[src/hdl/rob_pkg.sv]
// Shared types and constants for the reorder buffer.
package rob_pkg;

    typedef enum logic [2:0] {
        ACT_ENQ    = 3'd0,
        ACT_COMMIT = 3'd1,
        ACT_BCAST  = 3'd2,
        ACT_SETADR = 3'd3,
        ACT_CHECK  = 3'd4,
        ACT_READ   = 3'd5,
        ACT_ENDCYC = 3'd6,
        ACT_NOP    = 3'd7
    } t_action;

    typedef struct packed {
        logic [2:0]  action;
        logic [5:0]  op_code;
        logic        store_op;
        logic [31:0] dest;
        logic [31:0] value;
        logic [4:0]  tag;
    } t_in_item;

    typedef struct packed {
        logic [4:0]  assigned_id;
        logic [5:0]  out_op_code;
        logic        out_store_op;
        logic [31:0] out_dest;
        logic [31:0] out_value;
        logic [4:0]  out_wait_tag;
        logic        out_ready;
        logic        older_hit;
        logic        full_res;
        logic        head_ready;
    } t_out_item;

    // Controller to datapath commands.
    typedef struct packed {
        logic start;   // latch a new item and begin its work
        logic step;    // one scan/copy/broadcast step
        logic finish;  // finalize result register
    } t_cmd;

    // Datapath to controller status.
    typedef struct packed {
        logic multi;   // item needs a sweep over the entries
        logic last;    // sweep counter on its last entry
    } t_status;

endpackage

[src/hdl/rob_if.sv]
// Valid/ready channel interface carrying one payload item.
interface rob_if #(
    parameter type T = logic
);
    logic valid;
    logic ready;
    T     data;

    modport source (output valid, output data, input ready);
    modport sink   (input valid, input data, output ready);
endinterface

[src/hdl/rob_ctrl.sv]
// Controller state machine: sequences accept, sweep and result hand-off.
module rob_ctrl
    import rob_pkg::*;
(
    input  logic    i_clk,
    input  logic    i_rst_n,
    input  logic    i_in_valid,
    output logic    o_in_ready,
    output logic    o_out_valid,
    input  logic    i_out_ready,
    input  t_status i_status,
    output t_cmd    o_cmd
);

    typedef enum logic [2:0] {
        S_IDLE = 3'b001,
        S_RUN  = 3'b010,
        S_OUT  = 3'b100
    } t_state;

    t_state r_state, n_state;

    assign o_in_ready  = (r_state == S_IDLE);
    assign o_out_valid = (r_state == S_OUT);

    always_comb begin
        o_cmd   = '0;
        n_state = r_state;
        unique case (r_state)
            S_IDLE: begin
                if (i_in_valid) begin
                    o_cmd.start = 1'b1;
                    n_state     = S_RUN;
                end
            end
            S_RUN: begin
                if (i_status.multi && !i_status.last) begin
                    o_cmd.step = 1'b1;
                end else begin
                    o_cmd.step   = i_status.multi;
                    o_cmd.finish = 1'b1;
                    n_state      = S_OUT;
                end
            end
            S_OUT: begin
                if (i_out_ready) n_state = S_IDLE;
            end
            default: n_state = S_IDLE;
        endcase
    end

    always_ff @(posedge i_clk) begin
        if (!i_rst_n) r_state <= S_IDLE;
        else          r_state <= n_state;
    end

endmodule

[src/hdl/rob_dp.sv]
// Datapath: pending/visible entry stores, pointers and per-action logic.
module rob_dp
    import rob_pkg::*;
#(
    parameter int ROB_DEPTH = 16
) (
    input  logic      i_clk,
    input  logic      i_rst_n,
    input  t_in_item  i_item,
    input  t_cmd      i_cmd,
    output t_status   o_status,
    output t_out_item o_res
);

    localparam int IW = (ROB_DEPTH > 1) ? $clog2(ROB_DEPTH) : 1;
    localparam int PW = IW + 1;  // pointer width incl. empty marker
    localparam logic [PW-1:0] EMPTY = PW'(ROB_DEPTH);
    localparam logic [IW-1:0] LASTI = IW'(ROB_DEPTH - 1);

    // Per-entry flags in flip-flops (reset cleared); dest/data in memories.
    logic [5:0]  r_p_op  [ROB_DEPTH];
    logic        r_p_st  [ROB_DEPTH];
    logic        r_p_busy[ROB_DEPTH];
    logic        r_p_rdy [ROB_DEPTH];
    logic [4:0]  r_p_wait[ROB_DEPTH];
    logic        r_p_dnz [ROB_DEPTH];  // pending dest nonzero
    logic [5:0]  r_v_op  [ROB_DEPTH];
    logic        r_v_st  [ROB_DEPTH];
    logic        r_v_busy[ROB_DEPTH];
    logic        r_v_rdy [ROB_DEPTH];
    logic [4:0]  r_v_wait[ROB_DEPTH];

    logic [31:0] m_p_dest[ROB_DEPTH];
    logic [31:0] m_p_data[ROB_DEPTH];
    logic [31:0] m_v_dest[ROB_DEPTH];
    logic [31:0] m_v_data[ROB_DEPTH];

    logic [PW-1:0] r_hp, r_tp, r_hv;
    t_in_item      r_it;
    logic [IW-1:0] r_cnt;   // sweep index
    logic [IW-1:0] r_sj;    // check scan entry, its dest sits in r_rd_dest
    logic          r_done;  // check scan already hit or stopped
    t_out_item     r_res;
    logic [31:0]   r_rd_dest, r_rd_data;

    logic          tag_ok;
    logic [IW-1:0] idx;
    logic [IW-1:0] tp_nxt, hp_nxt, sj_prev;
    logic          full_p;

    assign tag_ok = (r_it.tag != 5'd0) && ({1'b0, r_it.tag} <= 6'(ROB_DEPTH));
    assign idx    = tag_ok ? IW'(r_it.tag - 5'd1) : '0;
    assign tp_nxt = (r_tp[IW-1:0] == LASTI) ? '0 : r_tp[IW-1:0] + 1'b1;
    assign hp_nxt = (r_hp[IW-1:0] == LASTI) ? '0 : r_hp[IW-1:0] + 1'b1;
    assign full_p = (r_hp != EMPTY) && (r_tp != EMPTY) && (tp_nxt == r_hp[IW-1:0]);
    // Check scan walks idx-1, idx-2, ... toward the head.
    assign sj_prev = (r_sj == '0) ? LASTI : r_sj - 1'b1;

    // Broadcast, end-cycle copy and check scan sweep entries one per cycle.
    always_comb begin
        o_status.multi = (r_it.action == ACT_BCAST) || (r_it.action == ACT_ENDCYC)
                      || (r_it.action == ACT_CHECK);
        o_status.last  = (r_it.action == ACT_CHECK) ? (r_cnt == LASTI - 1'b1 || r_done)
                                                    : (r_cnt == LASTI);
    end

    // Memory writes on dest/data (one write per array); the end-cycle copy reads pending directly.
    always_ff @(posedge i_clk) begin
        if (i_cmd.step && r_it.action == ACT_ENDCYC) begin
            m_v_dest[r_cnt] <= m_p_dest[r_cnt];
            m_v_data[r_cnt] <= m_p_data[r_cnt];
        end
        if (i_cmd.finish && r_it.action == ACT_ENQ && !full_p) begin
            m_p_dest[(r_tp == EMPTY) ? '0 : tp_nxt] <= r_it.dest;
            m_p_data[(r_tp == EMPTY) ? '0 : tp_nxt] <= r_it.value;
        end
        if (i_cmd.finish && r_it.action == ACT_SETADR && tag_ok)
            m_p_dest[idx] <= r_it.dest;
        if (i_cmd.step && r_it.action == ACT_BCAST && r_v_busy[r_cnt] && !r_v_rdy[r_cnt]
            && ((r_it.tag == 5'(r_cnt) + 5'd1)
                || (r_v_st[r_cnt] && r_v_wait[r_cnt] != 5'd0
                    && r_v_wait[r_cnt] == r_it.tag)))
            m_p_data[r_cnt] <= r_it.value;
    end

    // Registered read of the visible stores: commit head, read entry, or the
    // first check scan entry; later scan entries are fetched one step ahead.
    logic [IW-1:0] in_idx;
    logic [IW-1:0] rd_addr;
    assign in_idx  = IW'(i_item.tag - 5'd1);
    assign rd_addr = (i_item.action == ACT_COMMIT) ? r_hv[IW-1:0]
                   : (i_item.action == ACT_CHECK) ? ((in_idx == '0) ? LASTI
                                                                     : in_idx - 1'b1)
                   : ((i_item.tag != 5'd0) ? in_idx : '0);
    always_ff @(posedge i_clk) begin
        if (i_cmd.start) begin
            r_rd_dest <= m_v_dest[rd_addr];
            r_rd_data <= m_v_data[rd_addr];
            r_sj      <= rd_addr;
        end else if (i_cmd.step && r_it.action == ACT_CHECK) begin
            r_rd_dest <= m_v_dest[sj_prev];
            r_sj      <= sj_prev;
        end
    end

    // Check scan compares one visible entry per cycle.
    logic scan_hit, scan_stop;
    always_comb begin
        scan_hit  = r_v_st[r_sj] && r_v_busy[r_sj] && (r_rd_dest == r_it.dest);
        scan_stop = ({1'b0, r_sj} == r_hv);
    end

    always_ff @(posedge i_clk) begin
        if (!i_rst_n) begin
            r_hp <= EMPTY;
            r_tp <= EMPTY;
            r_hv <= EMPTY;
            for (int i = 0; i < ROB_DEPTH; i++) begin
                r_p_busy[i] <= 1'b0; r_p_rdy[i] <= 1'b0;
                r_v_busy[i] <= 1'b0; r_v_rdy[i] <= 1'b0;
                r_p_op[i] <= '0; r_p_st[i] <= 1'b0; r_p_wait[i] <= '0;
                r_v_op[i] <= '0; r_v_st[i] <= 1'b0; r_v_wait[i] <= '0;
                r_p_dnz[i] <= 1'b0;
            end
        end else begin
            if (i_cmd.start) begin
                r_it   <= i_item;
                r_cnt  <= '0;
                r_done <= 1'b0;
                r_res  <= '0;
            end
            if (i_cmd.step) begin
                r_cnt <= r_cnt + 1'b1;
                unique case (t_action'(r_it.action))
                    ACT_ENDCYC: begin
                        r_v_op[r_cnt]   <= r_p_op[r_cnt];
                        r_v_st[r_cnt]   <= r_p_st[r_cnt];
                        r_v_busy[r_cnt] <= r_p_busy[r_cnt];
                        r_v_rdy[r_cnt]  <= r_p_rdy[r_cnt];
                        r_v_wait[r_cnt] <= r_p_wait[r_cnt];
                    end
                    ACT_BCAST: begin
                        if (r_v_busy[r_cnt] && !r_v_rdy[r_cnt]) begin
                            // own tag, or a store whose address is already set
                            if ((r_it.tag == 5'(r_cnt) + 5'd1)
                                || (r_v_st[r_cnt] && r_v_wait[r_cnt] != 5'd0
                                    && r_v_wait[r_cnt] == r_it.tag && r_p_dnz[r_cnt]))
                                r_p_rdy[r_cnt] <= 1'b1;
                            if (r_v_st[r_cnt] && r_v_wait[r_cnt] != 5'd0
                                && r_v_wait[r_cnt] == r_it.tag)
                                r_p_wait[r_cnt] <= '0;
                        end
                    end
                    ACT_CHECK: begin
                        if (!r_done && tag_ok && r_hv != EMPTY
                            && {1'b0, idx} != r_hv) begin
                            if (scan_hit) begin
                                r_res.older_hit <= 1'b1;
                                r_done <= 1'b1;
                            end else if (scan_stop) begin
                                r_done <= 1'b1;
                            end
                        end else begin
                            r_done <= 1'b1;
                        end
                    end
                    default: ;
                endcase
            end
            if (i_cmd.finish) begin
                unique case (t_action'(r_it.action))
                    ACT_ENQ: begin
                        if (!full_p) begin
                            logic [IW-1:0] t;
                            t = (r_tp == EMPTY) ? '0 : tp_nxt;
                            if (r_hp == EMPTY) r_hp <= '0;
                            r_tp <= {1'b0, t};
                            r_p_op[t]   <= r_it.op_code;
                            r_p_st[t]   <= r_it.store_op;
                            r_p_busy[t] <= 1'b1;
                            r_p_rdy[t]  <= 1'b0;
                            r_p_wait[t] <= r_it.tag;
                            r_p_dnz[t]  <= (r_it.dest != 32'd0);
                            r_res.assigned_id <= 5'(t) + 5'd1;
                        end
                    end
                    ACT_COMMIT: begin
                        if (r_hv != EMPTY) begin
                            r_res.out_op_code  <= r_v_op[r_hv[IW-1:0]];
                            r_res.out_store_op <= r_v_st[r_hv[IW-1:0]];
                            r_res.out_dest     <= r_rd_dest;
                            r_res.out_value    <= r_rd_data;
                            r_res.out_wait_tag <= r_v_wait[r_hv[IW-1:0]];
                            r_res.out_ready    <= r_v_rdy[r_hv[IW-1:0]];
                            r_p_busy[r_hv[IW-1:0]] <= 1'b0;
                            if (r_hp != EMPTY) begin
                                if (r_hp == r_tp) begin
                                    r_hp <= EMPTY;
                                    r_tp <= EMPTY;
                                end else begin
                                    r_hp <= {1'b0, hp_nxt};
                                end
                            end
                        end
                    end
                    ACT_SETADR: begin
                        if (tag_ok) begin
                            r_p_dnz[idx] <= (r_it.dest != 32'd0);
                            if (r_p_wait[idx] == 5'd0) r_p_rdy[idx] <= 1'b1;
                        end
                    end
                    ACT_READ: begin
                        if (tag_ok) begin
                            r_res.out_op_code  <= r_v_op[idx];
                            r_res.out_store_op <= r_v_st[idx];
                            r_res.out_dest     <= r_rd_dest;
                            r_res.out_value    <= r_rd_data;
                            r_res.out_ready    <= r_v_rdy[idx];
                        end
                    end
                    ACT_ENDCYC: begin
                        r_hv <= r_hp;
                        r_res.full_res   <= full_p;
                        r_res.head_ready <= (r_hp != EMPTY) && r_p_rdy[r_hp[IW-1:0]];
                    end
                    default: ;
                endcase
            end
        end
    end

    assign o_res = r_res;

endmodule

[src/hdl/reorder_buffer.sv]
// Top level of the reorder buffer: controller plus datapath.
//
//  channel | dir | payload     | handshake
//  in_ch   | in  | t_in_item   | valid/ready
//  out_ch  | out | t_out_item  | valid/ready
//
// One item at a time. Enqueue, commit, set address and read pass through accept,
// execute and hand-off states: the result is registered in execute, offered in hand-off.
// Broadcast and end cycle add a sweep of the entries, one entry per cycle, before hand-off;
// the earlier-store check sweeps the same way but ends early at a hit or at the head.
// Synchronous active-low reset empties the buffer and clears busy/ready bits.
// A stalled result holds in its register; no new item is taken until it leaves.
module reorder_buffer
    import rob_pkg::*;
#(
    parameter int ROB_DEPTH = 16
) (
    input  logic i_clk,
    input  logic i_rst_n,
    rob_if.sink   in_ch,
    rob_if.source out_ch
);

    t_cmd    cmd;
    t_status status;

    rob_ctrl u_ctrl (
        .i_clk       (i_clk),
        .i_rst_n     (i_rst_n),
        .i_in_valid  (in_ch.valid),
        .o_in_ready  (in_ch.ready),
        .o_out_valid (out_ch.valid),
        .i_out_ready (out_ch.ready),
        .i_status    (status),
        .o_cmd       (cmd)
    );

    rob_dp #(.ROB_DEPTH(ROB_DEPTH)) u_dp (
        .i_clk    (i_clk),
        .i_rst_n  (i_rst_n),
        .i_item   (in_ch.data),
        .i_cmd    (cmd),
        .o_status (status),
        .o_res    (out_ch.data)
    );

endmodule

[src/flat_wrapper.sv]
// flat-port wrapper written by rule: the top's interface ports become plain ports
module reorder_buffer_flat import rob_pkg::*;
#(
    parameter int ROB_DEPTH = 16
)
  (i_clk, i_rst_n, in_ch_valid, in_ch_data, in_ch_ready, out_ch_valid, out_ch_data, out_ch_ready);
  rob_if #(.T(t_in_item)) in_ch_i ();
  rob_if #(.T(t_out_item)) out_ch_i ();
  input  logic i_clk;
  input  logic i_rst_n;
  input wire logic [$bits(in_ch_i.valid)-1:0] in_ch_valid;
  input wire logic [$bits(in_ch_i.data)-1:0] in_ch_data;
  output wire logic [$bits(in_ch_i.ready)-1:0] in_ch_ready;
  output wire logic [$bits(out_ch_i.valid)-1:0] out_ch_valid;
  output wire logic [$bits(out_ch_i.data)-1:0] out_ch_data;
  input wire logic [$bits(out_ch_i.ready)-1:0] out_ch_ready;
  assign in_ch_i.valid = in_ch_valid;
  assign in_ch_i.data = in_ch_data;
  assign in_ch_ready = in_ch_i.ready;
  assign out_ch_valid = out_ch_i.valid;
  assign out_ch_data = out_ch_i.data;
  assign out_ch_i.ready = out_ch_ready;
  reorder_buffer #(.ROB_DEPTH(ROB_DEPTH)) u_core (.i_clk(i_clk), .i_rst_n(i_rst_n), .in_ch(in_ch_i), .out_ch(out_ch_i));
endmodule
[config.mk]
export PLATFORM = sky130hd
export DESIGN_NAME = reorder_buffer_flat
export DESIGN_NICKNAME = d
export VERILOG_FILES = /design/src/hdl/rob_pkg.sv /design/src/hdl/rob_if.sv /design/src/hdl/rob_ctrl.sv /design/src/hdl/rob_dp.sv /design/src/hdl/reorder_buffer.sv /design/src/flat_wrapper.sv
export SDC_FILE = /design/constraint.sdc
export NUM_CORES = 2
export LEC_CHECK = 0
export ABC_AREA = 0
export BUFFER_PORTS_ARGS = -buffer_cell sky130_fd_sc_hd__buf_2
export CAP_MARGIN = 10
export CORE_ASPECT_RATIO = 0.75
export CORE_MARGIN = 3
export CORE_UTILIZATION = 40
export DETAILED_ROUTE_END_ITERATION = 6
export GPL_ROUTABILITY_DRIVEN = 0
export SLEW_MARGIN = 20
export SYNTH_ARGS = -nofsm -noshare
export SYNTH_HDL_FRONTEND = slang
export SYNTH_HIERARCHICAL = 1
export SYNTH_SLANG_ARGS = --single-unit
[constraint.sdc]
create_clock -name i_clk -period 24.4 [get_ports i_clk]
set_input_delay 2.44 -clock i_clk [delete_from_list [all_inputs] [get_ports i_clk]]
set_output_delay 2.44 -clock i_clk [all_outputs]
set_load 0.1 [all_outputs]
==> reports/qor.csv <==
metric,value,unit
layout_common_cells,"edfxtp_1 (2637), nand2_1 (1379), mux4_2 (621)",
ctsHoldBuffers,0,
leakage,43.8,nW
cp_max_fo,91,
synth_top_cell_by_area,edfxtp_1,
final_common_cell,edfxtp_1,
setup_viol_count_final,0,
synth_ff_type,edfxtp_1,
ios,170,
final_layout_size_suffix_gt1_share,18.9,%
drc,0,
synth_area,118000,um^2
cts_tree,yes,
wl,345,mm
vias,71700,
path_cells,buf_2 > nor3b_2 > a21oi_1 > a22oi_2 > buf_4 > buf_4 > buf_4 > buf_4 > nand2_1 > and3_1 > a311oi_1 > a311oi_1 > a31oi_1,
place_area,124000,um^2
yosys_warnings,6,
antenna_found_initial,9,
grt_usage,22.4,%
clockBufferDepth,4,
synth_top_area_share,67.1,%
cts_max_level,5,
peakVddDrop,0.0527,mV
status,completed,
placementRows,172,
drv_cap,0,
cts_resized,0,
post-route-util,45.3,%
start_util,40.2,%
grt_pass1_wl,496,mm
slew_headroom,21.4,%
clkTransAtPathRegs,0.06,ns
hold_path_class,reg2reg,
portBuffers,169,
synth_cell_types,86,
drt-wirelength-per-cell,29.0,um
syn_nets,7748,
synth_cells,7648,
worst_setup_path_end_kind,flop,
worst_path_max_delay_cell,buf_4,
power_density,81.7,nW/um^2
synth_edf_count,2637,
syn_to_final_growth,12.7,%
overflow,0,
fin_crit,7.82,ns
synth_area_per_cell,15.4,um^2
drt_first_pass_iters,6,
ant_nets,0,
max_stage_delay,0.92,ns
clock_latency,0.88,ns
cp.arrival,8.50,ns
die_w,633,um
cts_num_sinks,2783,
drt_iter0_drc,9746,
design_area,133000,um^2
crit_required,25.08,ns
crit_path_frequent_cell,buf_4,
finClkSkew,0.0772,ns
ys_seq_elements,2783,
worst_pin_slew,1.18,ns
max_freq,128,MHz
die_area,302000,um^2
grt_setup_unrepaired,no,
synthTopCellsByArea,"edfxtp_1 (67%), mux4_2 (12%), nand2_1 (4.4%)",
coreArea,293000,um^2
die_height,476,um
numCtsBuffers,290,
nFillCells,25200,
critPathKind,in2reg,
final_nets,7849,
tns,0,ns
grt_max_degree,141,
slew_viol_final,0,
finalCritPeriodShare,32.0,%
startpoint_type,input port,
synth-async-reset-ratio,0,%
cts_root_buffer,clkbuf_16,
hold_viol_final,0,
grt_pass1_vias,69300,
viasPerCell,6.03,
hpwl,197,mm
ys_seq_area_share,69.6,%
cts_setup_buffers,0,
## power breakdown
| group | switching, mW | internal, mW | leakage (nW) |
|---|---|---|---|
| combinational | 0.739 | 0.350 | 13.8 |
| sequential | 0.102 | 5.35 | 25.5 |
| clock | 1.84 | 2.49 | 4.43 |
| total | 2.68 | 8.19 | 43.8 |
## worst max-delay path: cells and delay by family
family	cells	cell delay, ns
buffers and inverters	5	3.36
AOI/OAI and AO/OA	5	1.44
and+or+nand+nor	3	1.05
## layout make-up
class | count | area (um^2) | area share (%)
Antenna cell | 15 | 37.5 | 0.0282
Clock buffer | 365 | 7700 | 5.79
Clock inverter | 143 | 1410 | 1.06
Inverter | 40 | 175 | 0.132
Multi-Input combinational cell | 4281 | 34200 | 25.8
Sequential cell | 2783 | 82100 | 61.8
Tap cell | 3915 | 4900 | 3.69
Timing Repair Buffer | 353 | 2330 | 1.75
## per-layer routing
metal,global-route usage (%),wire length [um]
met1,33.6,147000
met2,32.6,150000
met3,4.89,36300
met4,6.93,11400
met5,0,0
## sequential cells by signal (all words and copies together), names as in the netlist, 85 cells and up, named ones only
| signal | cells |
|---|---|
| u_core/u_dp/o_res | 85 |
| u_core/u_dp/r_p_op | 96 |
| u_core/u_dp/m_v_data | 512 |
| u_core/u_dp/r_v_op | 96 |
| u_core/u_dp/m_p_dest | 512 |
| u_core/u_dp/m_v_dest | 512 |
| u_core/u_dp/m_p_data | 512 |
## path summary, 6_finish.rpt
| path | from | end | slack [ns] | cells after the start |
|---|---|---|---|---|
| max | in_ch_data[77] | u_core/u_dp/r_rd_data[13]$_DFFE_PP_ | 16.58 | 13 |
| max reg2reg | u_core/u_dp/r_it[76]$_DFFE_PP_ | u_core/u_dp/r_p_wait[11][0]$_SDFFCE_PN0P_ | 18.59 | 14 |
| min | u_core/u_dp/r_p_st[6]$_DFF_P_ | u_core/u_dp/r_p_st[6]$_DFF_P_ | 0.47 | 2 |
| min reg2reg | u_core/u_dp/r_p_st[6]$_DFF_P_ | u_core/u_dp/r_p_st[6]$_DFF_P_ | 0.47 | 2 |
## logic make-up (layout without fill, tap and decap cells)
kind of cell | after synthesis | in the layout | synth area share [%]
other cells | 0 | 15 | 0
fa+ha+maj | 17 | 17 | 0.180
flops | 2783 | 2783 | 69.6
simple gates | 2605 | 2605 | 9.77
buf+inv | 584 | 901 | 1.90
mux | 813 | 813 | 13.5
compound gates | 777 | 777 | 4.53
xor+xnor | 69 | 69 | 0.512
## cells in the mapped netlist, types with 52 or more instances
| cell type | instances |
|---|---|
| o22ai_1 | 64 |
| dfxtp_1 | 146 |
| a311oi_1 | 84 |
| nand2_1 | 1382 |
| o21ai_0 | 112 |
| nand3_1 | 334 |
| and2_1 | 52 |
| a21oi_1 | 130 |
| a211oi_1 | 57 |
| mux2i_1 | 169 |
| clkbuf_1 | 430 |
| and3_1 | 212 |
| nor2_1 | 378 |
| nor3_1 | 68 |
| mux4_2 | 621 |
| buf_1 | 89 |
| a31oi_1 | 70 |
| edfxtp_1 | 2637 |
## through the flow
step | cells | setup WS [ns] | hold WS (ns) | total power [mW]
finish | 11900 | 16.58 | 0.471 | 10.9
detailed placement | 11400 | 15.91 | 0.460 | 6.62
global placement | 11400 | 15.99 | 0.453 | 6.60
global route | 11900 | 16.28 | 0.500 | 11.2
CTS | 11900 | 16.80 | 0.471 | 10.9
floorplan | 7648 | 14.92 | 0.440 | 6.22
Note: power is estimated with default switching activity, not from simulation.
